File: config.mk
export PLATFORM = sky130hd
export DESIGN_NAME = form_urlencoded_decoder
export DESIGN_NICKNAME = d
export VERILOG_FILES = /design/src/rtl/core/fud_pkg.sv /design/src/rtl/core/form_urlencoded_decoder.sv /design/src/rtl/core/fud_front.sv /design/src/rtl/core/fud_queue.sv /design/src/rtl/core/fud_back.sv
export SDC_FILE = /design/constraint.sdc
export NUM_CORES = 1
export LEC_CHECK = 0
export BUFFER_PORTS_ARGS = -buffer_cell sky130_fd_sc_hd__buf_2
export CAP_MARGIN = 20
export CORE_MARGIN = 3
export CORE_UTILIZATION = 58
export CTS_BUF_LIST = sky130_fd_sc_hd__clkbuf_16
export DETAILED_ROUTE_END_ITERATION = 8
export GPL_ROUTABILITY_DRIVEN = 0
export GPL_TIMING_DRIVEN = 0
export PLACE_DENSITY_LB_ADDON = 0.1
export SLEW_MARGIN = 10
export SYNTH_ARGS = -nofsm -noshare
export SYNTH_HDL_FRONTEND = slang
export SYNTH_SLANG_ARGS = --single-unit
File: constraint.sdc
create_clock -name clock -period 15.5 [get_ports clock]
set_clock_uncertainty 0.1 [all_clocks]
set_input_delay 0.775 -clock clock [delete_from_list [all_inputs] [get_ports clock]]
set_output_delay 0.775 -clock clock [all_outputs]
set_load 0.01 [all_outputs]
File: src/rtl/core/fud_pkg.sv
`timescale 1ns / 1ps
// ----------------------------------------------------------------------------
// fud_pkg
// Types, codes and helpers shared by the form body decoder.
// ----------------------------------------------------------------------------
package fud_pkg;

   localparam int MAX_RESULTS         = 5;
   localparam int MAX_DECODED         = 4;
   localparam int DEFAULT_QUEUE_DEPTH = 2;

   localparam logic [1:0] KIND_NAME     = 2'd0;
   localparam logic [1:0] KIND_VALUE    = 2'd1;
   localparam logic [1:0] KIND_PAIR_END = 2'd2;
   localparam logic [1:0] KIND_BODY_END = 2'd3;

   localparam logic [1:0] CSR_PLUS_TO_SPACE   = 2'd0;
   localparam logic [1:0] CSR_DECIMAL_ONLY    = 2'd1;

   localparam logic [7:0] CHAR_PLUS    = 8'h2B;
   localparam logic [7:0] CHAR_PERCENT = 8'h25;
   localparam logic [7:0] CHAR_EQUALS  = 8'h3D;
   localparam logic [7:0] CHAR_AMP     = 8'h26;
   localparam logic [7:0] CHAR_SPACE   = 8'h20;

   typedef enum logic [1:0] {
      ESC_NONE,
      ESC_PERCENT,
      ESC_DIGIT
   } esc_phase_type;

   // All results caused by one request, oldest in slot 0.
   typedef struct packed {
      logic [2:0]                   count;
      logic [MAX_RESULTS-1:0][1:0]  kind;
      logic [MAX_RESULTS-1:0][7:0]  data;
   } bundle_type;

   function automatic logic digit_ok(input logic [7:0] b, input logic dec_only);
      logic dec;
      logic hex;
      dec = (b >= 8'h30) && (b <= 8'h39);
      hex = ((b >= 8'h61) && (b <= 8'h66)) || ((b >= 8'h41) && (b <= 8'h46));
      return dec || (hex && !dec_only);
   endfunction

   // Valid only for accepted digits; letters carry a low nibble of 1..6.
   function automatic logic [3:0] digit_val(input logic [7:0] b);
      return b[6] ? (b[3:0] + 4'd9) : b[3:0];
   endfunction

endpackage

File: src/rtl/core/form_urlencoded_decoder.sv
`timescale 1ns / 1ps
// ----------------------------------------------------------------------------
// form_urlencoded_decoder
// Streaming decoder for form bodies: raw bytes in, name/value bytes and
// pair/body end markers out.
//
// Requests: a raw byte with its last flag is taken when push is high and
// full is low. Results: while empty is low the oldest result sits on the
// rsp_ ports and leaves when pop is high. Configuration: csr_index and
// csr_data are written when valid is high; ready is always high.
// A request's results enter the queue in the cycle after it is taken. A
// request may be taken every cycle while full is low; each request's
// results (up to five) leave one per cycle while pop is high, so sustained
// rate is one request per cycle when each causes at most one result, and
// otherwise the result port, at one result per cycle, sets the pace.
// Requests that cause no result only update the decoder state.
// A stalled receiver fills the bundle queue (QUEUE_DEPTH requests); full
// then holds the sender off until results are popped.
// Reset empties the queue, clears the pair state and restores the
// registers: plus to space on, decimal-only escapes off.
// ----------------------------------------------------------------------------
module form_urlencoded_decoder
   import fud_pkg::*;
#(
   parameter int QUEUE_DEPTH = DEFAULT_QUEUE_DEPTH
) (
   input  logic       clock,
   input  logic       reset,
   input  logic       push,
   output logic       full,
   input  logic [7:0] req_in_byte,
   input  logic       req_in_last,
   output logic       empty,
   input  logic       pop,
   output logic [1:0] rsp_out_kind,
   output logic [7:0] rsp_out_byte,
   output logic       rsp_out_last,
   input  logic       valid,
   output logic       ready,
   input  logic [1:0] csr_index,
   input  logic       csr_data
);

   bundle_type front_bundle;
   bundle_type head_bundle;
   logic       take;
   logic       q_empty;
   logic       q_pop;

   assign ready = 1'b1;
   assign take  = push && !full;

   fud_front u_front (
      .clock     (clock),
      .reset     (reset),
      .in_take   (take),
      .in_byte   (req_in_byte),
      .in_last   (req_in_last),
      .csr_write (valid && ready),
      .csr_index (csr_index),
      .csr_data  (csr_data),
      .bundle    (front_bundle)
   );

   fud_queue #(
      .DEPTH (QUEUE_DEPTH)
   ) u_queue (
      .clock     (clock),
      .reset     (reset),
      .wr_en     (take && (front_bundle.count != 3'd0)),
      .wr_bundle (front_bundle),
      .rd_en     (q_pop),
      .rd_bundle (head_bundle),
      .q_empty   (q_empty),
      .q_full    (full)
   );

   fud_back u_back (
      .clock    (clock),
      .reset    (reset),
      .head     (head_bundle),
      .q_empty  (q_empty),
      .q_pop    (q_pop),
      .pop      (pop),
      .empty    (empty),
      .out_kind (rsp_out_kind),
      .out_byte (rsp_out_byte),
      .out_last (rsp_out_last)
   );

endmodule

File: src/rtl/core/fud_front.sv
`timescale 1ns / 1ps
// ----------------------------------------------------------------------------
// fud_front
// Takes raw bytes, tracks escape and pair state, and builds the bundle of
// results that each request causes. Holds the configuration registers.
// ----------------------------------------------------------------------------
module fud_front
   import fud_pkg::*;
(
   input  logic       clock,
   input  logic       reset,
   input  logic       in_take,
   input  logic [7:0] in_byte,
   input  logic       in_last,
   input  logic       csr_write,
   input  logic [1:0] csr_index,
   input  logic       csr_data,
   output bundle_type bundle
);

   esc_phase_type phase_ff, phase_in, mid_phase;
   logic [7:0]    held_ff, held_in;
   logic          value_ff, value_in;
   logic          open_ff, open_in;
   logic          plus_ff, plus_in;
   logic          dec_ff, dec_in;

   logic          is_amp;
   logic          b_ok;
   logic          h_ok;
   logic          enter_digit;

   logic [MAX_DECODED-1:0][7:0] cand;
   logic [2:0]                  k;
   logic [2:0]                  n;
   logic                        iv;
   logic                        do_plain;

   assign is_amp      = (in_byte == CHAR_AMP);
   assign b_ok        = digit_ok(in_byte, dec_ff);
   assign h_ok        = digit_ok(held_ff, dec_ff);
   assign enter_digit = !is_amp && (phase_ff == ESC_PERCENT) && b_ok;

   always_comb begin
      if (is_amp) begin
         mid_phase = ESC_NONE;
      end else begin
         case (phase_ff)
            ESC_PERCENT: begin
               if (b_ok) mid_phase = ESC_DIGIT;
               else      mid_phase = (in_byte == CHAR_PERCENT) ? ESC_PERCENT : ESC_NONE;
            end
            ESC_DIGIT: begin
               if (b_ok && h_ok) mid_phase = ESC_NONE;
               else mid_phase = (in_byte == CHAR_PERCENT) ? ESC_PERCENT : ESC_NONE;
            end
            default: begin
               mid_phase = (in_byte == CHAR_PERCENT) ? ESC_PERCENT : ESC_NONE;
            end
         endcase
      end
      phase_in = in_last ? ESC_NONE : mid_phase;
   end

   always_comb begin
      cand     = '0;
      k        = 3'd0;
      do_plain = 1'b0;
      if (is_amp) begin
         if (phase_ff != ESC_NONE) begin
            cand[k[1:0]] = CHAR_PERCENT;
            k = k + 3'd1;
         end
         if (phase_ff == ESC_DIGIT) begin
            cand[k[1:0]] = held_ff;
            k = k + 3'd1;
         end
      end else begin
         case (phase_ff)
            ESC_PERCENT: begin
               if (!b_ok) begin
                  cand[k[1:0]] = CHAR_PERCENT;
                  k = k + 3'd1;
                  do_plain = 1'b1;
               end
            end
            ESC_DIGIT: begin
               if (b_ok && h_ok) begin
                  cand[k[1:0]] = {digit_val(held_ff), digit_val(in_byte)};
                  k = k + 3'd1;
               end else begin
                  cand[k[1:0]] = CHAR_PERCENT;
                  k = k + 3'd1;
                  cand[k[1:0]] = held_ff;
                  k = k + 3'd1;
                  do_plain = 1'b1;
               end
            end
            default: do_plain = 1'b1;
         endcase
         if (do_plain && (in_byte != CHAR_PERCENT)) begin
            cand[k[1:0]] = (plus_ff && (in_byte == CHAR_PLUS)) ? CHAR_SPACE : in_byte;
            k = k + 3'd1;
         end
         if (in_last && (mid_phase != ESC_NONE)) begin
            cand[k[1:0]] = CHAR_PERCENT;
            k = k + 3'd1;
         end
         if (in_last && (mid_phase == ESC_DIGIT)) begin
            cand[k[1:0]] = in_byte;
            k = k + 3'd1;
         end
      end
   end

   always_comb begin
      bundle = '0;
      iv     = value_ff;
      n      = 3'd0;
      for (int i = 0; i < MAX_DECODED; i++) begin
         if (3'(i) < k) begin
            if (!iv && (cand[i] == CHAR_EQUALS)) begin
               iv = 1'b1;
            end else begin
               bundle.kind[n] = iv ? KIND_VALUE : KIND_NAME;
               bundle.data[n] = cand[i];
               n = n + 3'd1;
            end
         end
      end
      if (is_amp ? open_ff : in_last) begin
         bundle.kind[n] = KIND_PAIR_END;
         n = n + 3'd1;
      end
      if (in_last) begin
         bundle.kind[n] = KIND_BODY_END;
         n = n + 3'd1;
      end
      bundle.count = n;
   end

   assign value_in = (is_amp || in_last) ? 1'b0 : iv;
   assign open_in  = !(is_amp || in_last);
   assign held_in  = enter_digit ? in_byte : held_ff;
   assign plus_in  = (csr_write && (csr_index == CSR_PLUS_TO_SPACE)) ? csr_data : plus_ff;
   assign dec_in   = (csr_write && (csr_index == CSR_DECIMAL_ONLY)) ? csr_data : dec_ff;

   always_ff @(posedge clock) begin
      if (reset) begin
         phase_ff <= ESC_NONE;
         value_ff <= 1'b0;
         open_ff  <= 1'b0;
         plus_ff  <= 1'b1;
         dec_ff   <= 1'b0;
      end else begin
         plus_ff <= plus_in;
         dec_ff  <= dec_in;
         if (in_take) begin
            phase_ff <= phase_in;
            value_ff <= value_in;
            open_ff  <= open_in;
         end
      end
   end

   always_ff @(posedge clock) begin
      if (in_take) begin
         held_ff <= held_in;
      end
   end

endmodule

File: src/rtl/core/fud_queue.sv
`timescale 1ns / 1ps
// ----------------------------------------------------------------------------
// fud_queue
// Short queue of result bundles between the front and the back.
// ----------------------------------------------------------------------------
module fud_queue
   import fud_pkg::*;
#(
   parameter int DEPTH = DEFAULT_QUEUE_DEPTH
) (
   input  logic       clock,
   input  logic       reset,
   input  logic       wr_en,
   input  bundle_type wr_bundle,
   input  logic       rd_en,
   output bundle_type rd_bundle,
   output logic       q_empty,
   output logic       q_full
);

   localparam int PTR_W = (DEPTH > 1) ? $clog2(DEPTH) : 1;
   localparam int LVL_W = $clog2(DEPTH + 1);
   localparam logic [PTR_W-1:0] PTR_MAX = PTR_W'(DEPTH - 1);
   localparam logic [LVL_W-1:0] LVL_MAX = LVL_W'(DEPTH);

   bundle_type             slot_ff [DEPTH];
   logic [PTR_W-1:0]       wr_ptr_ff, wr_ptr_in;
   logic [PTR_W-1:0]       rd_ptr_ff, rd_ptr_in;
   logic [LVL_W-1:0]       level_ff, level_in;
   logic                   do_wr;
   logic                   do_rd;

   assign q_empty   = (level_ff == '0);
   assign q_full    = (level_ff == LVL_MAX);
   assign do_wr     = wr_en && !q_full;
   assign do_rd     = rd_en && !q_empty;
   assign rd_bundle = slot_ff[rd_ptr_ff];

   assign wr_ptr_in = !do_wr ? wr_ptr_ff :
                      (wr_ptr_ff == PTR_MAX) ? '0 : wr_ptr_ff + PTR_W'(1);
   assign rd_ptr_in = !do_rd ? rd_ptr_ff :
                      (rd_ptr_ff == PTR_MAX) ? '0 : rd_ptr_ff + PTR_W'(1);

   always_comb begin
      level_in = level_ff;
      if (do_wr && !do_rd) level_in = level_ff + LVL_W'(1);
      if (do_rd && !do_wr) level_in = level_ff - LVL_W'(1);
   end

   always_ff @(posedge clock) begin
      if (reset) begin
         wr_ptr_ff <= '0;
         rd_ptr_ff <= '0;
         level_ff  <= '0;
      end else begin
         wr_ptr_ff <= wr_ptr_in;
         rd_ptr_ff <= rd_ptr_in;
         level_ff  <= level_in;
      end
   end

   always_ff @(posedge clock) begin
      if (do_wr) begin
         slot_ff[wr_ptr_ff] <= wr_bundle;
      end
   end

endmodule

File: src/rtl/core/fud_back.sv
`timescale 1ns / 1ps
// ----------------------------------------------------------------------------
// fud_back
// Walks the head bundle one result per pop and releases it after its last.
// ----------------------------------------------------------------------------
module fud_back
   import fud_pkg::*;
(
   input  logic       clock,
   input  logic       reset,
   input  bundle_type head,
   input  logic       q_empty,
   output logic       q_pop,
   input  logic       pop,
   output logic       empty,
   output logic [1:0] out_kind,
   output logic [7:0] out_byte,
   output logic       out_last
);

   logic [2:0] idx_ff, idx_in;
   logic       take;

   assign empty    = q_empty;
   assign take     = pop && !q_empty;
   assign out_kind = head.kind[idx_ff];
   assign out_byte = head.data[idx_ff];
   assign out_last = (idx_ff == (head.count - 3'd1));
   assign q_pop    = take && out_last;
   assign idx_in   = !take ? idx_ff : (out_last ? 3'd0 : idx_ff + 3'd1);

   always_ff @(posedge clock) begin
      if (reset) begin
         idx_ff <= 3'd0;
      end else begin
         idx_ff <= idx_in;
      end
   end

endmodule

==> run_results.csv <==
group,metric,value,unit
floorplan,die_x,130,um
synthesis,synth_edf_count,114,
clocking,insertion_delay,430,ps
clocking,cts_root_buf,"clkbuf_16",
finish,fin_area,0.00988,mm^2
clocking,ctsHoldBuffers,0,
timing,hold_viol_final,0,
global_route,grt_first_pass_wirelength,40300,um
floorplan,coreArea,0.0148,mm^2
floorplan,die-area,0.0169,mm^2
detailed_routing,routed_via_density,7.08,
synthesis,async_reset_ff_frac,0,
timing,max_freq,0.0878,GHz
floorplan,start_util,0.603,
detailed_routing,drc,4,
clocking,htreeDepth,4,
global_route,overflow,0,
timing,setup_viol,0,
timing,final.setup.tns,0,ps
critical_path,worst_setup_path_end_kind,"flip-flop",
detailed_routing,drtIter0Drc,969,
status,status,"finished with violations",
global_route,grt_max_degree,32,
floorplan,die_y,130,um
critical_path,slowest_stage,"nor2_4",
finish,finalNetCount,984,
critical_path,max_stage_delay,640,ps
pwr,ir_worst_vdd,67.5,uV
critical_path,critPathMostFrequentCell,"ha_1",
global_route,first_global_vias,7580,
critical_path,cp_data_arrival_time,11410,ps
global_route,antenna_found_initial,0,
place,dp_cells,1098,
detailed_routing,firstDrtPassIters,9,
critical_path,critPathRequiredTime,15520,ps
clocking,cts_num_sinks,128,
place,place_area,0.00934,mm^2
min_path,holdPathEnd,"u_queue.level_ff[1]",
synthesis,yosys.cell_types.count,100,
clocking,clockBufferDepth,2,
critical_path,reg2regPathDepth,43,
detailed_routing,vias,7997,
finish,drive_above_1_share,0.148,
timing,slew_viol_final,0,
status,violations,"DRC",
synthesis,syn-cell-area,0.00890,mm^2
place,post-place-ws,3880,ps
finish,instances_no_fill,1130,
timing,worst_pin_slew,940,ps
synthesis,synth.avg_cell_area,10.1,um^2
clocking,post_cts.repair.setup_buffers,0,
floorplan,pin_count,31,
min_path,hold_path_class,"flip-flop to flip-flop",
synthesis,ys_ff_latch,128,
critical_path,r2r-end,"u_queue.slot_ff[0][14]",
timing,rsz0062_at_grt,"false",
synthesis,synth_nets,933,
pwr,p_leak,3.54,nW
timing,relSlewSlack,0.374,
place,io_buffers,29,
clocking,post_cts_resize_count,0,
timing,setup_ws,4110,ps
synthesis,synth_warnings,0,
min_path,hold_depth,2,
min_path,min_from,"u_queue.level_ff[1]",
global_route,track_usage,0.313,
finish,areaGrowthSynthToFinish,11.0,%
critical_path,worstSetupPathType,"input pin to flip-flop",
synthesis,synthFlopType,"edfxtp_1",
clocking,clk_pin_slew,60,ps
detailed_routing,routed_wl,26000,um
synthesis,syn-instance-count,882,
pwr,p_per_area,91.4,mW/mm^2
timing,holdWs,417,ps
timing,fin_crit_sh,0.735,
critical_path,crit_path_start_kind,"input pin",
critical_path,r2r_slack,4380,ps
finish,num_antenna_cells,0,
detailed_routing,postRouteAntennaNets,0,
clocking,numCtsBuffers,17,
detailed_routing,wl_per_cell,23.0,um
run,maxCapViolations,0,
critical_path,r2r-start,"u_front.phase_ff[0]",
synthesis,yosysSeqAreaShare,0.416,
critical_path,cp_max_fo,31,
place,hpwl,19000,um
timing,min_period,11390,ps
pwr,total_power,904,uW
clocking,tritoncts,"built",
finish,fin_util,0.670,
floorplan,rows,44,
==> critical path, delay by kind of cell <==
family | cells | cell delay (ps)
and+or+nand+nor | 15 | 3810
buffers and inverters | 10 | 1750
xor gates and xnor gates | 3 | 970
adders and majority gates | 7 | 2030
AOI/OAI and AO/OA | 8 | 2030
==> cells in the mapped netlist, types with 5 or more instances <==
cell type  number  area share
a211oi_1        8      0.0067
a21boi_0        6      0.0051
a21o_1          6      0.0051
a21oi_1        35       0.020
a221oi_1       12       0.012
a22o_1          5      0.0049
a22oi_1         6      0.0051
a2bb2oi_1       7      0.0069
a31oi_1        15       0.011
and2_1          8      0.0056
and3_1         14      0.0098
buf_1           5      0.0021
buf_2           9      0.0051
clkbuf_1       38       0.016
dfxtp_1        14       0.031
edfxtp_1      114        0.38
ha_1           34       0.048
inv_1          34       0.014
mux2_2         11       0.014
mux2i_1        18       0.020
mux4_2         20       0.051
nand2_1        79       0.033
nand2b_1       12      0.0084
nand3_1        24       0.013
nand4_1         6      0.0042
nor2_1         73       0.031
nor2b_1         5      0.0035
nor3_1         19       0.011
nor4_1          7      0.0049
o2111ai_1       5      0.0049
o211ai_1        7      0.0059
o21a_1          8      0.0067
o21ai_0        37       0.021
o21ai_1        11      0.0062
o22ai_1        21       0.015
o2bb2ai_1       5      0.0049
o31ai_1         6      0.0051
or2_2           6      0.0042
or3_1           6      0.0042
xnor2_1        14       0.014
xor2_1          8      0.0079
==> logic make-up (layout without fill, tap and decap cells) <==
family	count (synthesis)	in the layout	synth area share
and+or+nand+nor	303	303	0.178
adders and majority gates	34	34	0.0478
buffers and inverters	89	153	0.0401
other	1	1	0.000421
AOI/OAI and AO/OA	253	253	0.205
DFF	128	128	0.416
muxes	50	50	0.0860
xor gates and xnor gates	24	24	0.0267
==> final cells by class <==
class | count | area, um^2
Fill cell | 1180 | 4870
Multi-Input combinational cell | 665 | 4860
Sequential cell | 128 | 3700
Clock buffer | 17 | 425
Tap cell | 184 | 230
Buffer | 54 | 225
Timing Repair Buffer | 32 | 190
Inverter | 35 | 131
Clock inverter | 15 | 123
==> per-layer routing <==
layer  global-route usage  up-vias  wire length [um]
li1                     -     3523                 -
met1                0.397     3728              9890
met2                0.517      602             12200
met3               0.0622      144              2550
met4                0.149        0              1330
met5                    0        -                 0
==> where the power goes <==
group          switching [mW]  internal [mW]
logic                  0.0709         0.0504
clock network           0.152          0.219
registers             0.00894          0.403
total                   0.232          0.672
==> cells in the final DEF, fill, tap and decap left out, types with 8 or more instances in the layout <==
| master | netlist | routed |
|---|---|---|
| nand3_1 | 24 | 24 |
| mux4_2 | 20 | 20 |
| mux2_2 | 11 | 11 |
| nand2b_1 | 12 | 12 |
| buf_2 | 9 | 39 |
| and3_1 | 14 | 14 |
| a211oi_1 | 8 | 8 |
| edfxtp_1 | 114 | 114 |
| nand2_1 | 79 | 79 |
| clkbuf_16 | 0 | 17 |
| dfxtp_1 | 14 | 14 |
| o21a_1 | 8 | 8 |
| a221oi_1 | 12 | 12 |
| o22ai_1 | 21 | 21 |
| nor2_1 | 73 | 71 |
| o21ai_0 | 37 | 37 |
| a31oi_1 | 15 | 15 |
| nor3_1 | 19 | 19 |
| xnor2_1 | 14 | 14 |
| inv_1 | 34 | 36 |
| a21oi_1 | 35 | 35 |
| clkbuf_1 | 38 | 38 |
| mux2i_1 | 18 | 18 |
| ha_1 | 34 | 34 |
| and2_1 | 8 | 8 |
| xor2_1 | 8 | 8 |
| o21ai_1 | 11 | 11 |
==> how the worst max path moves through the flow <==
stage	start	end	slack (ps)
floorplan	req_in_byte[0]	u_queue.slot_ff[0][0]	4120
global placement	req_in_byte[1]	u_queue.slot_ff[0][1]	1680
detailed placement	req_in_byte[1]	u_queue.slot_ff[0][11]	3880
CTS	req_in_byte[1]	u_queue.slot_ff[0][6]	4280
global route	req_in_byte[1]	u_queue.slot_ff[0][22]	3460
finish	req_in_byte[1]	u_queue.slot_ff[0][14]	4110
==> flip-flops by register name, summed over array words and instances (netlist names), 2 cells and up, named ones only <==
register          count
u_queue.level_ff      2
u_back.idx_ff         3
u_queue.slot_ff     106
u_front.held_ff       8
u_front.phase_ff      2
(Power assumes the default switching activity.)
